===== src/sv/csl_pkg.sv =====
`timescale 1ns / 1ps
package csl_pkg;
	localparam int POSITION_BITS_DEF = 16;
	localparam int NUMBER_BITS_DEF = 64;
	localparam logic [7:0] ESC_VALUE = 8'd27;
	localparam int RADIX = 10;

	typedef enum logic [2:0] {
		K_IDENT = 3'd0, K_KEYWORD = 3'd1, K_NUMBER = 3'd2, K_SBYTE = 3'd3,
		K_SEND = 3'd4, K_PUNCT = 3'd5, K_EOF = 3'd6, K_ERROR = 3'd7
	} kind_t;

	typedef enum logic [1:0] {
		E_INVALID = 2'd0, E_UNCLOSED = 2'd1, E_BADHEX = 2'd2
	} err_t;

	typedef enum logic [9:0] {
		M_IDLE      = 10'b0000000001,
		M_IDENT     = 10'b0000000010,
		M_NUMBER    = 10'b0000000100,
		M_PUNCT     = 10'b0000001000,
		M_STRING    = 10'b0000010000,
		M_ESC       = 10'b0000100000,
		M_OCTAL     = 10'b0001000000,
		M_HEX_FIRST = 10'b0010000000,
		M_HEX       = 10'b0100000000,
		M_ERROR     = 10'b1000000000
	} mode_t;

	// Decoded byte classes, computed in the front and queued.
	typedef struct packed {
		logic       eot;
		logic [7:0] b;
		logic       space;
		logic       digit;
		logic       lead;
		logic       punct;
		logic       cmp;
		logic       oct;
		logic       hex_ok;
		logic [3:0] hexv;
	} cls_t;

	function automatic logic [7:0] letter_escape(input logic [7:0] b);
		logic [7:0] r;
		case (b)
			8'h61: r = 8'd7;
			8'h62: r = 8'd8;
			8'h74: r = 8'd9;
			8'h6e: r = 8'd10;
			8'h76: r = 8'd11;
			8'h66: r = 8'd12;
			8'h72: r = 8'd13;
			8'h65: r = ESC_VALUE;
			default: r = b;
		endcase
		return r;
	endfunction

	// Keyword lookup by length and first 8 bytes; returns valid and index.
	function automatic logic [4:0] kw_match(input logic [3:0] len, input logic [63:0] p);
		logic [4:0] r;
		r = 5'd0;
		case (len)
			4'd2: begin
				if (p[15:0] == 16'h6669) r = {1'b1, 4'd1};
				else if (p[15:0] == 16'h6f64) r = {1'b1, 4'd5};
			end
			4'd3: begin
				if (p[23:0] == 24'h726f66) r = {1'b1, 4'd3};
				else if (p[23:0] == 24'h746e69) r = {1'b1, 4'd6};
			end
			4'd4: begin
				if (p[31:0] == 32'h65736c65) r = {1'b1, 4'd2};
				else if (p[31:0] == 32'h72616863) r = {1'b1, 4'd8};
			end
			4'd5: begin
				if (p[39:0] == 40'h656c696877) r = {1'b1, 4'd4};
			end
			4'd6: begin
				if (p[47:0] == 48'h6e7275746572) r = {1'b1, 4'd0};
				else if (p[47:0] == 48'h666f657a6973) r = {1'b1, 4'd7};
			end
			default: r = 5'd0;
		endcase
		return r;
	endfunction
endpackage


===== src/sv/csl_front.sv =====
`timescale 1ns / 1ps
module csl_front import csl_pkg::*; #(
	parameter int QDEPTH = 2
) (
	input  logic       clk,
	input  logic       arst_n,
	input  logic       in_valid,
	output logic       in_ready,
	input  logic [7:0] text_byte,
	input  logic       end_of_text,
	output logic       q_valid,
	input  logic       q_ready,
	output cls_t       q_data
);
	localparam int AW = (QDEPTH > 1) ? $clog2(QDEPTH) : 1;
	cls_t c;
	cls_t mem_q [QDEPTH];
	logic [AW-1:0] wp_q, rp_q;
	logic [AW:0] cnt_q;
	logic wr, rd;

	always_comb begin
		c.eot = end_of_text;
		c.b = text_byte;
		c.space = (text_byte == 8'd32) || (text_byte >= 8'd9 && text_byte <= 8'd13);
		c.digit = text_byte >= 8'h30 && text_byte <= 8'h39;
		c.lead = (text_byte >= 8'h61 && text_byte <= 8'h7a) ||
			(text_byte >= 8'h41 && text_byte <= 8'h5a) || text_byte == 8'h5f;
		c.punct = (text_byte >= 8'd33 && text_byte <= 8'd47) ||
			(text_byte >= 8'd58 && text_byte <= 8'd64) ||
			(text_byte >= 8'd91 && text_byte <= 8'd96) ||
			(text_byte >= 8'd123 && text_byte <= 8'd126);
		c.cmp = text_byte == 8'h3d || text_byte == 8'h21 || text_byte == 8'h3c ||
			text_byte == 8'h3e;
		c.oct = text_byte >= 8'h30 && text_byte <= 8'h37;
		c.hex_ok = 1'b1;
		c.hexv = 4'd0;
		if (c.digit) c.hexv = 4'(text_byte - 8'h30);
		else if (text_byte >= 8'h61 && text_byte <= 8'h66) c.hexv = 4'(text_byte - 8'h57);
		else if (text_byte >= 8'h41 && text_byte <= 8'h46) c.hexv = 4'(text_byte - 8'h37);
		else c.hex_ok = 1'b0;
	end

	assign in_ready = cnt_q != (AW+1)'(QDEPTH);
	assign q_valid = cnt_q != '0;
	assign q_data = mem_q[rp_q];
	assign wr = in_valid && in_ready;
	assign rd = q_valid && q_ready;

	always_ff @(posedge clk) begin
		if (wr) mem_q[wp_q] <= c;
	end

	always_ff @(posedge clk or negedge arst_n) begin
		if (!arst_n) begin
			wp_q <= '0;
			rp_q <= '0;
			cnt_q <= '0;
		end else begin
			if (wr) wp_q <= (wp_q == AW'(QDEPTH-1)) ? '0 : wp_q + 1'b1;
			if (rd) rp_q <= (rp_q == AW'(QDEPTH-1)) ? '0 : rp_q + 1'b1;
			cnt_q <= cnt_q + (AW+1)'(wr) - (AW+1)'(rd);
		end
	end

	a_no_over: assert property (@(posedge clk) disable iff (!arst_n)
		cnt_q <= (AW+1)'(QDEPTH)) else $error("queue overflow");
	a_full_stall: assert property (@(posedge clk) disable iff (!arst_n)
		cnt_q == (AW+1)'(QDEPTH) |-> !in_ready) else $error("ready while full");
	a_cnt_step: assert property (@(posedge clk) disable iff (!arst_n)
		wr && !rd |=> cnt_q == $past(cnt_q) + 1'b1) else $error("count slip");
endmodule


===== src/sv/csl_back.sv =====
`timescale 1ns / 1ps
module csl_back import csl_pkg::*; #(
	parameter int PB = POSITION_BITS_DEF,
	parameter int NB = NUMBER_BITS_DEF
) (
	input  logic        clk,
	input  logic        arst_n,
	input  logic        q_valid,
	output logic        q_ready,
	input  cls_t        q_data,
	output logic        out_valid,
	input  logic        out_ready,
	output logic [2:0]  token_kind,
	output logic [15:0] start_offset,
	output logic [15:0] token_length,
	output logic [63:0] number_value,
	output logic [7:0]  byte_value,
	output logic [7:0]  second_byte,
	output logic [3:0]  keyword_index,
	output logic [1:0]  error_code,
	output logic        last_of_run
);
	typedef struct packed {
		logic [2:0]  kind;
		logic [15:0] st;
		logic [15:0] len;
		logic [63:0] num;
		logic [7:0]  b1;
		logic [7:0]  b2;
		logic [3:0]  kw;
		logic [1:0]  err;
	} rec_t;

	localparam logic [NB-1:0] NUM_MAX = '1;

	mode_t mode_q, mode_n;
	logic [PB-1:0] pos_q, tstart_q, estart_q, pos_n, tstart_n, estart_n;
	logic [63:0] prefix_q, prefix_n;
	logic [NB-1:0] acc_q, acc_n;
	logic [15:0] dcnt_q, dcnt_n;
	logic [7:0] esc_q, esc_n, pend_q, pend_n;
	logic [1:0] oct_q, oct_n;

	// Saturation check, combinational product path: acc*10 fits within NB+4 bits.
	logic [NB+3:0] acc_x10;
	logic [NB+3:0] acc_next_w;

	// Output buffer: up to two records per item.
	rec_t r0, o0_q, o1_q;
	logic n_recs_1, n_recs_2;
	logic [1:0] cnt_q;
	logic sel_q;
	cls_t d;
	logic go;

	// Combinational record formation
	rec_t rc [2];
	logic [1:0] nr;

	function automatic rec_t mk(input kind_t k, input logic [PB-1:0] st,
		input logic [PB-1:0] ln, input logic [63:0] nm, input logic [7:0] b1,
		input logic [7:0] b2, input logic [3:0] kw, input err_t e);
		rec_t r;
		r.kind = k;
		r.st = 16'(st);
		r.len = 16'(ln);
		r.num = nm;
		r.b1 = b1;
		r.b2 = b2;
		r.kw = kw;
		r.err = e;
		return r;
	endfunction

	assign d = q_data;
	// Next item may step in while the last buffered record is being taken.
	assign q_ready = (cnt_q == 2'd0) || (n_recs_1 && out_ready);
	assign go = q_valid && q_ready;
	assign acc_x10 = ({4'd0, acc_q} << 3) + ({4'd0, acc_q} << 1);
	assign acc_next_w = acc_x10 + (NB+4)'(d.hexv);

	always_comb begin
		logic [PB-1:0] len;
		logic [4:0] kwm;
		logic [PB-1:0] cnt;
		logic idle_go;
		logic str_go;
		logic [7:0] sb;
		len = pos_q - tstart_q;
		kwm = kw_match(len[3:0], prefix_q);
		if (len > PB'(8)) kwm = 5'd0;
		cnt = pos_q - tstart_q;
		mode_n = mode_q;
		pos_n = pos_q + 1'b1;
		tstart_n = tstart_q;
		estart_n = estart_q;
		prefix_n = prefix_q;
		acc_n = acc_q;
		dcnt_n = dcnt_q;
		esc_n = esc_q;
		pend_n = pend_q;
		oct_n = oct_q;
		rc[0] = '0;
		rc[1] = '0;
		nr = 2'd0;
		idle_go = 1'b0;
		str_go = 1'b0;
		sb = d.b;
		if (d.eot) begin
			unique case (mode_q) inside
				M_IDENT: begin
					rc[0] = mk(kwm[4] ? K_KEYWORD : K_IDENT, tstart_q, len, '0, '0,
						'0, kwm[3:0], E_INVALID);
					nr = 2'd1;
				end
				M_NUMBER: begin
					rc[0] = mk(K_NUMBER, tstart_q, len, 64'(acc_q), '0, '0, '0, E_INVALID);
					nr = 2'd1;
				end
				M_PUNCT: begin
					rc[0] = mk(K_PUNCT, tstart_q, PB'(1), '0, pend_q, '0, '0, E_INVALID);
					nr = 2'd1;
				end
				M_STRING, M_ESC, M_OCTAL, M_HEX_FIRST, M_HEX: begin
					rc[0] = mk(K_ERROR, tstart_q, '0, '0, '0, '0, '0, E_UNCLOSED);
					nr = 2'd1;
				end
				default: nr = 2'd0;
			endcase
			rc[nr[0]] = mk(K_EOF, pos_q, '0, '0, '0, '0, '0, E_INVALID);
			nr = nr + 2'd1;
			mode_n = M_IDLE;
			pos_n = '0;
			tstart_n = '0;
			estart_n = '0;
			prefix_n = '0;
			acc_n = '0;
			dcnt_n = '0;
			esc_n = '0;
			pend_n = '0;
			oct_n = '0;
		end else begin
			unique case (mode_q)
				M_IDLE: idle_go = 1'b1;
				M_IDENT: begin
					if (d.lead || d.digit) begin
						if (cnt < PB'(8)) prefix_n = prefix_q | (64'(d.b) << {cnt[2:0], 3'b000});
					end else begin
						rc[0] = mk(kwm[4] ? K_KEYWORD : K_IDENT, tstart_q, len, '0, '0,
							'0, kwm[3:0], E_INVALID);
						nr = 2'd1;
						idle_go = 1'b1;
					end
				end
				M_NUMBER: begin
					if (d.digit) begin
						if (acc_next_w > (NB+4)'(NUM_MAX)) acc_n = NUM_MAX;
						else acc_n = acc_next_w[NB-1:0];
					end else begin
						rc[0] = mk(K_NUMBER, tstart_q, len, 64'(acc_q), '0, '0, '0, E_INVALID);
						nr = 2'd1;
						idle_go = 1'b1;
					end
				end
				M_PUNCT: begin
					if (d.b == 8'h3d) begin
						rc[0] = mk(K_PUNCT, tstart_q, PB'(2), '0, pend_q, 8'h3d, '0,
							E_INVALID);
						nr = 2'd1;
						mode_n = M_IDLE;
					end else begin
						rc[0] = mk(K_PUNCT, tstart_q, PB'(1), '0, pend_q, '0, '0, E_INVALID);
						nr = 2'd1;
						idle_go = 1'b1;
					end
				end
				M_STRING: str_go = 1'b1;
				M_ESC: begin
					if (d.oct) begin
						esc_n = d.b - 8'h30;
						oct_n = 2'd1;
						mode_n = M_OCTAL;
					end else if (d.b == 8'h78) begin
						esc_n = '0;
						mode_n = M_HEX_FIRST;
					end else if (d.b == 8'h00) begin
						rc[0] = mk(K_ERROR, tstart_q, '0, '0, '0, '0, '0, E_UNCLOSED);
						nr = 2'd1;
						mode_n = M_ERROR;
					end else begin
						rc[0] = mk(K_SBYTE, estart_q, pos_q + 1'b1 - estart_q, '0,
							letter_escape(d.b), '0, '0, E_INVALID);
						nr = 2'd1;
						dcnt_n = dcnt_q + 1'b1;
						mode_n = M_STRING;
					end
				end
				M_OCTAL: begin
					if (d.oct) begin
						sb = {esc_q[4:0], d.b[2:0]};
						esc_n = sb;
						oct_n = oct_q + 1'b1;
						if (oct_q == 2'd2) begin
							rc[0] = mk(K_SBYTE, estart_q, pos_q + 1'b1 - estart_q, '0, sb,
								'0, '0, E_INVALID);
							nr = 2'd1;
							dcnt_n = dcnt_q + 1'b1;
							mode_n = M_STRING;
						end
					end else begin
						rc[0] = mk(K_SBYTE, estart_q, pos_q - estart_q, '0, esc_q, '0,
							'0, E_INVALID);
						nr = 2'd1;
						dcnt_n = dcnt_q + 1'b1;
						mode_n = M_STRING;
						str_go = 1'b1;
					end
				end
				M_HEX_FIRST: begin
					if (d.hex_ok) begin
						esc_n = 8'(d.hexv);
						mode_n = M_HEX;
					end else if (d.b == 8'h0a || d.b == 8'h00) begin
						rc[0] = mk(K_ERROR, tstart_q, '0, '0, '0, '0, '0, E_UNCLOSED);
						nr = 2'd1;
						mode_n = M_ERROR;
					end else begin
						rc[0] = mk(K_ERROR, pos_q, '0, '0, '0, '0, '0, E_BADHEX);
						nr = 2'd1;
						mode_n = M_ERROR;
					end
				end
				M_HEX: begin
					if (d.hex_ok) begin
						esc_n = {esc_q[3:0], d.hexv};
					end else begin
						rc[0] = mk(K_SBYTE, estart_q, pos_q - estart_q, '0, esc_q, '0,
							'0, E_INVALID);
						nr = 2'd1;
						dcnt_n = dcnt_q + 1'b1;
						mode_n = M_STRING;
						str_go = 1'b1;
					end
				end
				M_ERROR: mode_n = M_ERROR;
				default: mode_n = M_ERROR;
			endcase
			if (idle_go) begin
				mode_n = M_IDLE;
				if (d.space) begin
					mode_n = M_IDLE;
				end else if (d.digit) begin
					mode_n = M_NUMBER;
					tstart_n = pos_q;
					acc_n = NB'(d.hexv);
				end else if (d.b == 8'h22) begin
					mode_n = M_STRING;
					tstart_n = pos_q;
					dcnt_n = '0;
				end else if (d.lead) begin
					mode_n = M_IDENT;
					tstart_n = pos_q;
					prefix_n = 64'(d.b);
				end else if (d.cmp) begin
					mode_n = M_PUNCT;
					tstart_n = pos_q;
					pend_n = d.b;
				end else if (d.punct) begin
					rc[nr[0]] = mk(K_PUNCT, pos_q, PB'(1), '0, d.b, '0, '0, E_INVALID);
					nr = nr + 2'd1;
				end else begin
					rc[nr[0]] = mk(K_ERROR, pos_q, '0, '0, '0, '0, '0, E_INVALID);
					nr = nr + 2'd1;
					mode_n = M_ERROR;
				end
			end
			if (str_go) begin
				if (d.b == 8'h22) begin
					rc[nr[0]] = mk(K_SEND, tstart_q, pos_q + 1'b1 - tstart_q,
						64'(dcnt_n), '0, '0, '0, E_INVALID);
					nr = nr + 2'd1;
					mode_n = M_IDLE;
				end else if (d.b == 8'h5c) begin
					estart_n = pos_q;
					mode_n = M_ESC;
				end else if (d.b == 8'h0a || d.b == 8'h00) begin
					rc[nr[0]] = mk(K_ERROR, tstart_q, '0, '0, '0, '0, '0, E_UNCLOSED);
					nr = nr + 2'd1;
					mode_n = M_ERROR;
				end else begin
					estart_n = pos_q;
					rc[nr[0]] = mk(K_SBYTE, pos_q, PB'(1), '0, d.b, '0, '0, E_INVALID);
					nr = nr + 2'd1;
					dcnt_n = dcnt_n + 1'b1;
					mode_n = M_STRING;
				end
			end
		end
	end

	assign r0 = (cnt_q == 2'd0) ? '0 : (sel_q ? o1_q : o0_q);
	assign n_recs_1 = cnt_q == 2'd1;
	assign n_recs_2 = cnt_q == 2'd2;

	assign out_valid = cnt_q != 2'd0;
	assign token_kind = r0.kind;
	assign start_offset = r0.st;
	assign token_length = r0.len;
	assign number_value = r0.num;
	assign byte_value = r0.b1;
	assign second_byte = r0.b2;
	assign keyword_index = r0.kw;
	assign error_code = r0.err;
	assign last_of_run = n_recs_1;

	always_ff @(posedge clk) begin
		if (go) begin
			o0_q <= rc[0];
			o1_q <= rc[1];
		end
	end

	always_ff @(posedge clk or negedge arst_n) begin
		if (!arst_n) begin
			mode_q <= M_IDLE;
			pos_q <= '0;
			tstart_q <= '0;
			estart_q <= '0;
			prefix_q <= '0;
			acc_q <= '0;
			dcnt_q <= '0;
			esc_q <= '0;
			pend_q <= '0;
			oct_q <= '0;
			cnt_q <= '0;
			sel_q <= 1'b0;
		end else begin
			if (go) begin
				mode_q <= mode_n;
				pos_q <= pos_n;
				tstart_q <= tstart_n;
				estart_q <= estart_n;
				prefix_q <= prefix_n;
				acc_q <= acc_n;
				dcnt_q <= dcnt_n;
				esc_q <= esc_n;
				pend_q <= pend_n;
				oct_q <= oct_n;
				cnt_q <= nr;
				sel_q <= 1'b0;
			end else if (out_valid && out_ready) begin
				cnt_q <= cnt_q - 1'b1;
				sel_q <= n_recs_2;
			end
		end
	end

	a_hold: assert property (@(posedge clk) disable iff (!arst_n)
		out_valid && !out_ready |=> out_valid) else $error("record dropped");
	a_noacc: assert property (@(posedge clk) disable iff (!arst_n)
		out_valid && !(n_recs_1 && out_ready) |-> !q_ready) else $error("accept while busy");
	a_mode: assert property (@(posedge clk) disable iff (!arst_n)
		$onehot(mode_q)) else $error("mode not one-hot");
	a_two: assert property (@(posedge clk) disable iff (!arst_n)
		n_recs_2 && out_ready |=> n_recs_1) else $error("second record lost");
endmodule


===== src/sv/c_subset_lexer_unit.sv =====
`timescale 1ns / 1ps
// Streaming C-subset lexer: one text byte per item, up to two token records per item.
// Records: an item passes the front queue, then the lexer step registers its records.
// Throughput: one item per cycle while out_ready holds and it yields at most one record;
// after two records the next item steps in on the cycle its last record is taken.
// Reset (arst_n low): queue empty, lexer idle at offset zero, no record pending.
module c_subset_lexer_unit import csl_pkg::*; #(
	parameter int POSITION_BITS = POSITION_BITS_DEF,
	parameter int NUMBER_BITS = NUMBER_BITS_DEF
) (
	input  logic        clk,
	input  logic        arst_n,
	input  logic        in_valid,
	output logic        in_ready,
	input  logic [7:0]  text_byte,
	input  logic        end_of_text,
	output logic        out_valid,
	input  logic        out_ready,
	output logic [2:0]  token_kind,
	output logic [15:0] start_offset,
	output logic [15:0] token_length,
	output logic [63:0] number_value,
	output logic [7:0]  byte_value,
	output logic [7:0]  second_byte,
	output logic [3:0]  keyword_index,
	output logic [1:0]  error_code,
	output logic        last_of_run
);
	// Front: classifies each byte and parks it in a two-entry queue.
	logic q_valid, q_ready;
	cls_t q_data;

	csl_front #(.QDEPTH(2)) u_front (
		.clk(clk), .arst_n(arst_n),
		.in_valid(in_valid), .in_ready(in_ready),
		.text_byte(text_byte), .end_of_text(end_of_text),
		.q_valid(q_valid), .q_ready(q_ready), .q_data(q_data)
	);

	// Back: lexer state machine plus a two-record output buffer.
	csl_back #(.PB(POSITION_BITS), .NB(NUMBER_BITS)) u_back (
		.clk(clk), .arst_n(arst_n),
		.q_valid(q_valid), .q_ready(q_ready), .q_data(q_data),
		.out_valid(out_valid), .out_ready(out_ready),
		.token_kind(token_kind), .start_offset(start_offset),
		.token_length(token_length), .number_value(number_value),
		.byte_value(byte_value), .second_byte(second_byte),
		.keyword_index(keyword_index), .error_code(error_code),
		.last_of_run(last_of_run)
	);
endmodule

===== config.mk =====
export PLATFORM = sky130hd
export DESIGN_NAME = c_subset_lexer_unit
export DESIGN_NICKNAME = d
export VERILOG_FILES = /design/src/sv/csl_pkg.sv /design/src/sv/csl_front.sv /design/src/sv/csl_back.sv /design/src/sv/c_subset_lexer_unit.sv
export SDC_FILE = /design/constraint.sdc
export NUM_CORES = 2
export LEC_CHECK = 0
export BUFFER_PORTS_ARGS = -buffer_cell sky130_fd_sc_hd__buf_2
export CELL_PAD_IN_SITES_DETAIL_PLACEMENT = 2
export CELL_PAD_IN_SITES_GLOBAL_PLACEMENT = 2
export CORE_AREA = 2 2 277 279
export CTS_CLUSTER_DIAMETER = 100
export CTS_CLUSTER_SIZE = 8
export DETAILED_ROUTE_END_ITERATION = 8
export DIE_AREA = 0 0 279 281
export HOLD_SLACK_MARGIN = 0.05
export PLACE_DENSITY = 0.93
export SYNTH_ARGS = -nofsm -noshare
export SYNTH_HDL_FRONTEND = slang
export SYNTH_SLANG_ARGS = --single-unit

===== constraint.sdc =====
create_clock -name clk -period 8.8 [get_ports clk]
set_input_delay 1.32 -clock clk [delete_from_list [all_inputs] [get_ports clk]]
set_output_delay 1.32 -clock clk [all_outputs]
set_load 0.005 [all_outputs]

# Word level (Yosys, flattened, before mapping)
# Memory sizes are Yosys's and may differ from the RTL's.
# Index checks and enable logic that the tools add are counted.
# word_totals
word_cells,383
n_memories,1
in_bits,13
out_inout_bits,124
regBits,469
mem_bits_rw,40
latchBits,0
romBits,0
# op_classes
n_div,0
eq_ne,60
shifts,1
n_addsub,22
bitwise_logic,4
reduce_logical,51
n_lt_le_gt_ge,28
mux,185
n_mul,0
# mem_list
memory,words,width,read_ports,rd_clocked_by_memory_dff,write_ports,line_no,text
u_front.mem_q,2,20,1,0,1,csl_front.sv:17,cls_t mem_q [QDEPTH];
# op_table
operator,n
2-to-1 mux 242 bit,13
bitwise mux 242 bit,6
2-to-1 mux 121 bit,11
2-to-1 mux 64 bit,16
case mux 121 bit (7 select lines),1
case mux 121 bit (4 select lines),1
2-to-1 mux 120 bit,4
2-to-1 mux 16 bit,29
demux 121 bit (select 1 bit),3
2-to-1 mux 10 bit,20
2-to-1 mux 119 bit,1
2-to-1 mux 118 bit,1
2-to-1 mux 8 bit,13
== test 48 x 47 -> 1 bit (second input constant),2
== test 8 x 7 -> 1 bit (second input constant),11
2-to-1 mux 88 bit,1
adder 67 x 65 -> 68 bit,1
adder 68 x 4 -> 68 bit,1
greater-than comparator 68 x 64 -> 1 bit (second input constant),1
== test 32 x 31 -> 1 bit (second input constant),2
bitwise OR 64 bit,1
case mux 8 bit (8 select lines),1
<< shifter 8 x 6 -> 64 bit,1
subtractor 16 bit,4
72 further kinds,206

# Longest topological paths before layout
# An unclocked memory read counts as a cell.
# logic_depth
depth_word,26
mapped_depth,21
depth_no_buf,16

# By module
# A second synthesis with hierarchy kept.
# unflattened
cells_unflattened,3246
hier_area_um2,29911.2
# by_module_without_submodules
mod,area_each_um2,seq_area_each_um2,cells_per_inst,n_inst
csl_back,27894.3,10406.2,3109,1
csl_front,2016.9,1301.2,137,1

# Worst setup path after synthesis
# OpenSTA, ideal clock, no wires.
# synth_timing
path_kind,input to register
from,input port out_ready
to,register u_front.cnt_q[1]
path_slack_ns,0.681
arrival_ns,8.039
setup_time_ns,0.080
path_buffers,1
required_ns,8.720
stages,9
cell_sequence,a21oi_1 or2_2 clkinv_1 clkbuf_1 ha_1 inv_1 ha_1 xnor2_1 xnor2_1
# synth_between
elab_chain_cells,4
# synth_rtl
item,line_no,text
from (decl),c_subset_lexer_unit.sv:18,"input logic out_ready,"
logical AND 1 bit,csl_back.sv:77,assign q_ready = (cnt_q == 2'd0) || (n_recs_1 && out_ready);
logical OR 1 bit,csl_back.sv:77,
logical AND 1 bit,n/a,
named net u_back.go,csl_back.sv:54,logic go;
subtractor 2 x 1 -> 2 bit,csl_front.sv:62,cnt_q <= cnt_q + (AW+1)'(wr) - (AW+1)'(rd);
to (signal assigned),csl_front.sv:62,
to (decl),csl_front.sv:19,logic [AW:0] cnt_q;
# The timed path passes the listed nets, and every way through them passes these cells.
# A chain may end at the register's enable or synchronous reset.

# Worst setup path after layout
# layout_timing
from,register u_front.rp_q
to,register u_back.acc_q[40]
# layout_between
elab_chain_cells,10
# layout_rtl
item,line_no,text
from (decl),csl_front.sv:18,"logic [AW-1:0] wp_q, rp_q;"
from (signal assigned),csl_front.sv:61,if (rd) rp_q <= (rp_q == AW'(QDEPTH-1)) ? '0 : rp_q + 1'b1;
memory (2 x 20 bit) (*),n/a,
adder 68 x 4 -> 68 bit,csl_back.sv:80,assign acc_next_w = acc_x10 + (NB+4)'(d.hexv);
greater-than comparator 68 x 64 -> 1 bit,csl_back.sv:157,if (acc_next_w > (NB+4)'(NUM_MAX)) acc_n = NUM_MAX;
2-to-1 mux 64 bit,csl_back.sv:157,
2-to-1 mux 64 bit,csl_back.sv:156,if (d.digit) begin
2-to-1 mux 64 bit,csl_back.sv:143,unique case (mode_q)
2-to-1 mux 64 bit,csl_back.sv:252,end else if (d.digit) begin
2-to-1 mux 64 bit,csl_back.sv:250,if (d.space) begin
2-to-1 mux 64 bit,csl_back.sv:248,if (idle_go) begin
2-to-1 mux 64 bit (*),csl_back.sv:109,if (d.eot) begin
to (signal assigned),csl_back.sv:344,acc_q <= acc_n;
to (decl),csl_back.sv:39,"logic [NB-1:0] acc_q, acc_n;"
# Every way passes the cells marked *; elsewhere a longest branch is shown, timed or not. The select of a mux whose other input is x is not followed.

==> results.md <==
- In the final layout, the multi-input gates occupy 0.0171 sq mm.
- The later-pin clock latency in the skew report is 0.67 ns.
- The maximum clock path buffer count is 3.
- Hold timing on the final database bottoms out at a slack of 0.486 ns.
- The initial antenna violation count is 2.
- The layout has 8083 filler cells.
- The library cells used most frequently in the layout, excluding fill and tap cells, are nand2_1 (442), nor2_1 (279), o21ai_0 (240).
- The signal on the critical path passes through buf_4 > mux2_2 > fa_1 > fa_1 > a21o_1 > a221o_1 > o22ai_1 > o41ai_1 > a21oi_1 > o21ai_1 > a31oi_1 > mux2_1 > a221o_2 > buf_4 > o21ai_0 > nand2_1.
- Power spread over the standard cell area amounts to 292 mW/mm^2.
- The kind of cell adding the most delay to the critical path is compound AO/OA/AOI/OAI gates.
- TritonCTS created 60 clock buffers.
- For this run, the slowest stage of the critical path takes 0.64 ns.
- The number of DRC markers after the initial detailed-route iteration is 2534.
- The worst path required time is 9.32 ns.
- The clock arrives with 0.0297 ns of skew.
- The number of global-route vias before repair is 31600.
- The core region is 0.0754 sq mm.
- After clock tree synthesis, the clock-pin slew on the worst setup and hold paths is 0.05 ns.
- The total overflow left after global routing is 0.
- The netlist area before placement is 0.0298 sq mm.
- The post-route netlist has 9.27% of its cells at a drive strength greater than 1.
- For the pin with the worst max-slew slack, the measured transition is 1.32 ns.
- The tree is rooted in a clkbuf_16.
- The startpoint class of the critical path is a register.
- The summed negative setup slack over all endpoints is 0 ns.
- The floorplan step set the die height to 281 um.
- The final route contains 28200 vias.
- Setup violations remaining at the end of the flow were counted as 0.
- Static timing analysis puts the maximum clock frequency at 0.160 GHz.
- The class of the most critical setup path is register to register.
- The sequential share of the synthesized area is 39.3%.
- The horizontal extent of the die is 279 um.
- 137 I/O pins were placed.
- Along the worst path, the maximum fanout reaches 48.
- The floorplan die area is 0.0784 sq mm.
- The number of flip-flops and latches in the synthesized netlist is 425.
- The post-cts hold buffer count is 0.
- The mean instance size in the synthesized netlist is 9.06 sq um.
- Among all flip-flop cells after synthesis, the most frequent one is edfxtp_1.
- The most common library cell in the layout ignoring fill and taps is nand2_1.
- In the routed design, unresolved DRC markers number 0.
- The half-perimeter wire length after detailed placement is 87.1 mm.
- VDD sags by at most 266 uV.
- The starting utilization of the core area is 39.5%.
- Buffers placed on the I/O ports in this run total 133.
- The first TritonRoute pass finished after 8 iterations.
- CTS saw 425 sinks.
- The worst max-slew margin expressed relative to the limit is 12.0%.
- CTS built an H-tree with a depth of 2.
- The reported leakage power is 14.3 nW.
- In the routed layout, each cell is associated on average with a via count of 6.43.
- Routability-driven placement finished with a final weighted congestion of 0.928.
- The worst hold-check path type is register to register.
- The combined flip-flop and latch cell area is 0.0117 sq mm.
- The largest net degree at the start of global routing is 98.
- Counting distinct cell types in the post-synthesis netlist gives 101.
- After detailed routing, the average wire length per cell comes to 29.0 um.
- The detail route stage leaves a number of antenna-violating nets equal to 0.
- The endpoint arrival time on the critical path is 6.76 ns.
- The run finished with clean final reports.
- Setup repair after global routing left no endpoint under its margin.
- The post-CTS resize count is 0.
- From synthesis to final layout, the design area changed by 11.2%.
- The final layout contains 3585 nets.
- The slowest stage of the critical path is the a221o_2 cell.
- The final clock period utilization by the worst path is 70.8%.
- The critical path capture point type is a register.
- Across the run, the number of max-cap violations was 0.
- The final count of pins violating max slew is 0.
- Counting every instance in the synthesized netlist gives 3294.
- Together, buffers and inverters on the worst path number 2.
- The share of flip-flops with an asynchronous set or reset is 49.6%.
- The sum of routed wire length over all layers is 127 mm.
- The number of hold-slack violations in the final timing report was 0.
- The synthesized design contains 214 enable-type register cells.
- The shortest period the worst path allows is 6.23 ns.
- After clock tree synthesis, the setup repair step added 0 buffers.
- The number of warnings issued by yosys is 0.
- The CTS tree is built.
- The first global-routing pass estimated 196 mm of wire.
- Across every metal layer, demand over resource in global routing totals 32.3%.
- The initialized floorplan defines 101 standard-cell rows.
==> synth_stat cells, drive strengths merged, types with 25 or more instances <==
| cell | instances | share of area [%] |
|---|---|---|
| nor2b | 35 | 0.73 |
| and3 | 30 | 0.63 |
| xnor2 | 92 | 2.7 |
| and2 | 115 | 2.4 |
| a22oi | 31 | 0.78 |
| clkbuf | 146 | 1.8 |
| o21ai | 290 | 4.9 |
| nand2 | 443 | 5.6 |
| buf | 30 | 0.60 |
| ha | 208 | 8.7 |
| nand3 | 64 | 1.1 |
| inv | 99 | 1.2 |
| nor2 | 282 | 3.6 |
| a21o | 59 | 1.5 |
| o31ai | 25 | 0.63 |
| nor3 | 66 | 1.2 |
| edfxtp | 214 | 22 |
| nand4 | 29 | 0.61 |
| mux2i | 93 | 3.1 |
| dfrtp | 210 | 18 |
| xor2 | 66 | 1.9 |
| a31oi | 28 | 0.59 |
| a21oi | 155 | 2.6 |
| o221ai | 25 | 0.73 |
| a22o | 60 | 1.8 |
==> state kept, by name, indices dropped and copies added (netlist names), 2 cells and up <==
name	count
u_back.oct_q	2
u_front.cnt_q	2
u_back.tstart_q	16
u_front.mem_q	40
u_back.pos_q	16
u_back.pend_q	8
u_back.acc_q	64
u_back.esc_q	8
u_back.mode_q	10
u_back.dcnt_q	16
u_back.cnt_q	2
u_back.estart_q	16
u_back.prefix_q	48
u_back.o0_q	114
u_back.o1_q	60
==> path summary, 6_finish.rpt <==
path                                     start                  end  slack [ns]  cells after the start
max                               u_front.rp_q     u_back.acc_q[40]        2.57                     16
min in group asynchronous               arst_n   u_back.prefix_q[9]        0.66                      1
max in group asynchronous               arst_n     u_back.acc_q[55]        6.52                      2
min                        u_back.prefix_q[12]  u_back.prefix_q[12]        0.49                      2
min reg2reg                u_back.prefix_q[12]  u_back.prefix_q[12]        0.49                      2
max reg2reg                       u_front.rp_q     u_back.acc_q[40]        2.57                     16
==> final cells by class <==
| type | count | area share, % |
|---|---|---|
| repair buffers | 176 | 3.01 |
| diodes | 2 | 0.0151 |
| flip-flops and latches | 425 | 35.3 |
| clock buffers | 106 | 5.05 |
| clock inverters | 6 | 0.211 |
| inverters | 100 | 1.15 |
| well taps | 978 | 3.69 |
| multi-input cells | 2595 | 51.6 |
==> routing by layer <==
layer / global-route usage (%) / wire [um] / vias to the layer above
met2: 57.6 / 64200 / 1202
met5: 0 / 0 / -
met1: 36.5 / 47900 / 14400
met4: 19.0 / 8000 / 0
met3: 5.07 / 7310 / 460
li1: - / - / 12200
==> per-stage QoR <==
step                cells  cell area [sq um]  utilization, %  power, mW  setup slack, ns
floorplan            3296              29800               -       5.50            0.681
global placement     4274              31400            41.6       6.92             2.98
detailed placement   4274              31400            41.6       7.18             2.73
CTS                  4386              33200            44.0       9.60             2.55
global route         4387              33200            44.0       10.1             2.19
finish               4388              33200            44.0       9.67             2.57
==> cells by family (layout without fill, tap and decap cells) <==
| group | Yosys count | in the layout | share of synthesized area [%] |
|---|---|---|---|
| AO/OA/AOI/OAI | 893 | 893 | 19.8 |
| XOR/XNOR | 158 | 158 | 4.64 |
| adder cells (fa/ha/maj) | 214 | 214 | 9.13 |
| buffers and inverters | 276 | 388 | 3.70 |
| flip-flops | 425 | 425 | 39.3 |
| multiplexers | 106 | 106 | 3.61 |
| other | 1 | 5 | 0.0126 |
| AND/OR/NAND/NOR | 1221 | 1221 | 19.9 |
==> power by group <==
part	switching, mW	leakage [nW]	internal (mW)
clock network	1.00	0.815	1.28
logic	3.12	8.48	1.35
registers	0.277	5.03	2.65
total	4.40	14.3	5.27
==> worst min-delay path, cell delays in order, from the launching register on <==
cell	delay (ns)
dfrtp_1	0.34
nand2_1	0.05
o21ai_0	0.06
No activity file was read; power rests on OpenSTA's default activity.
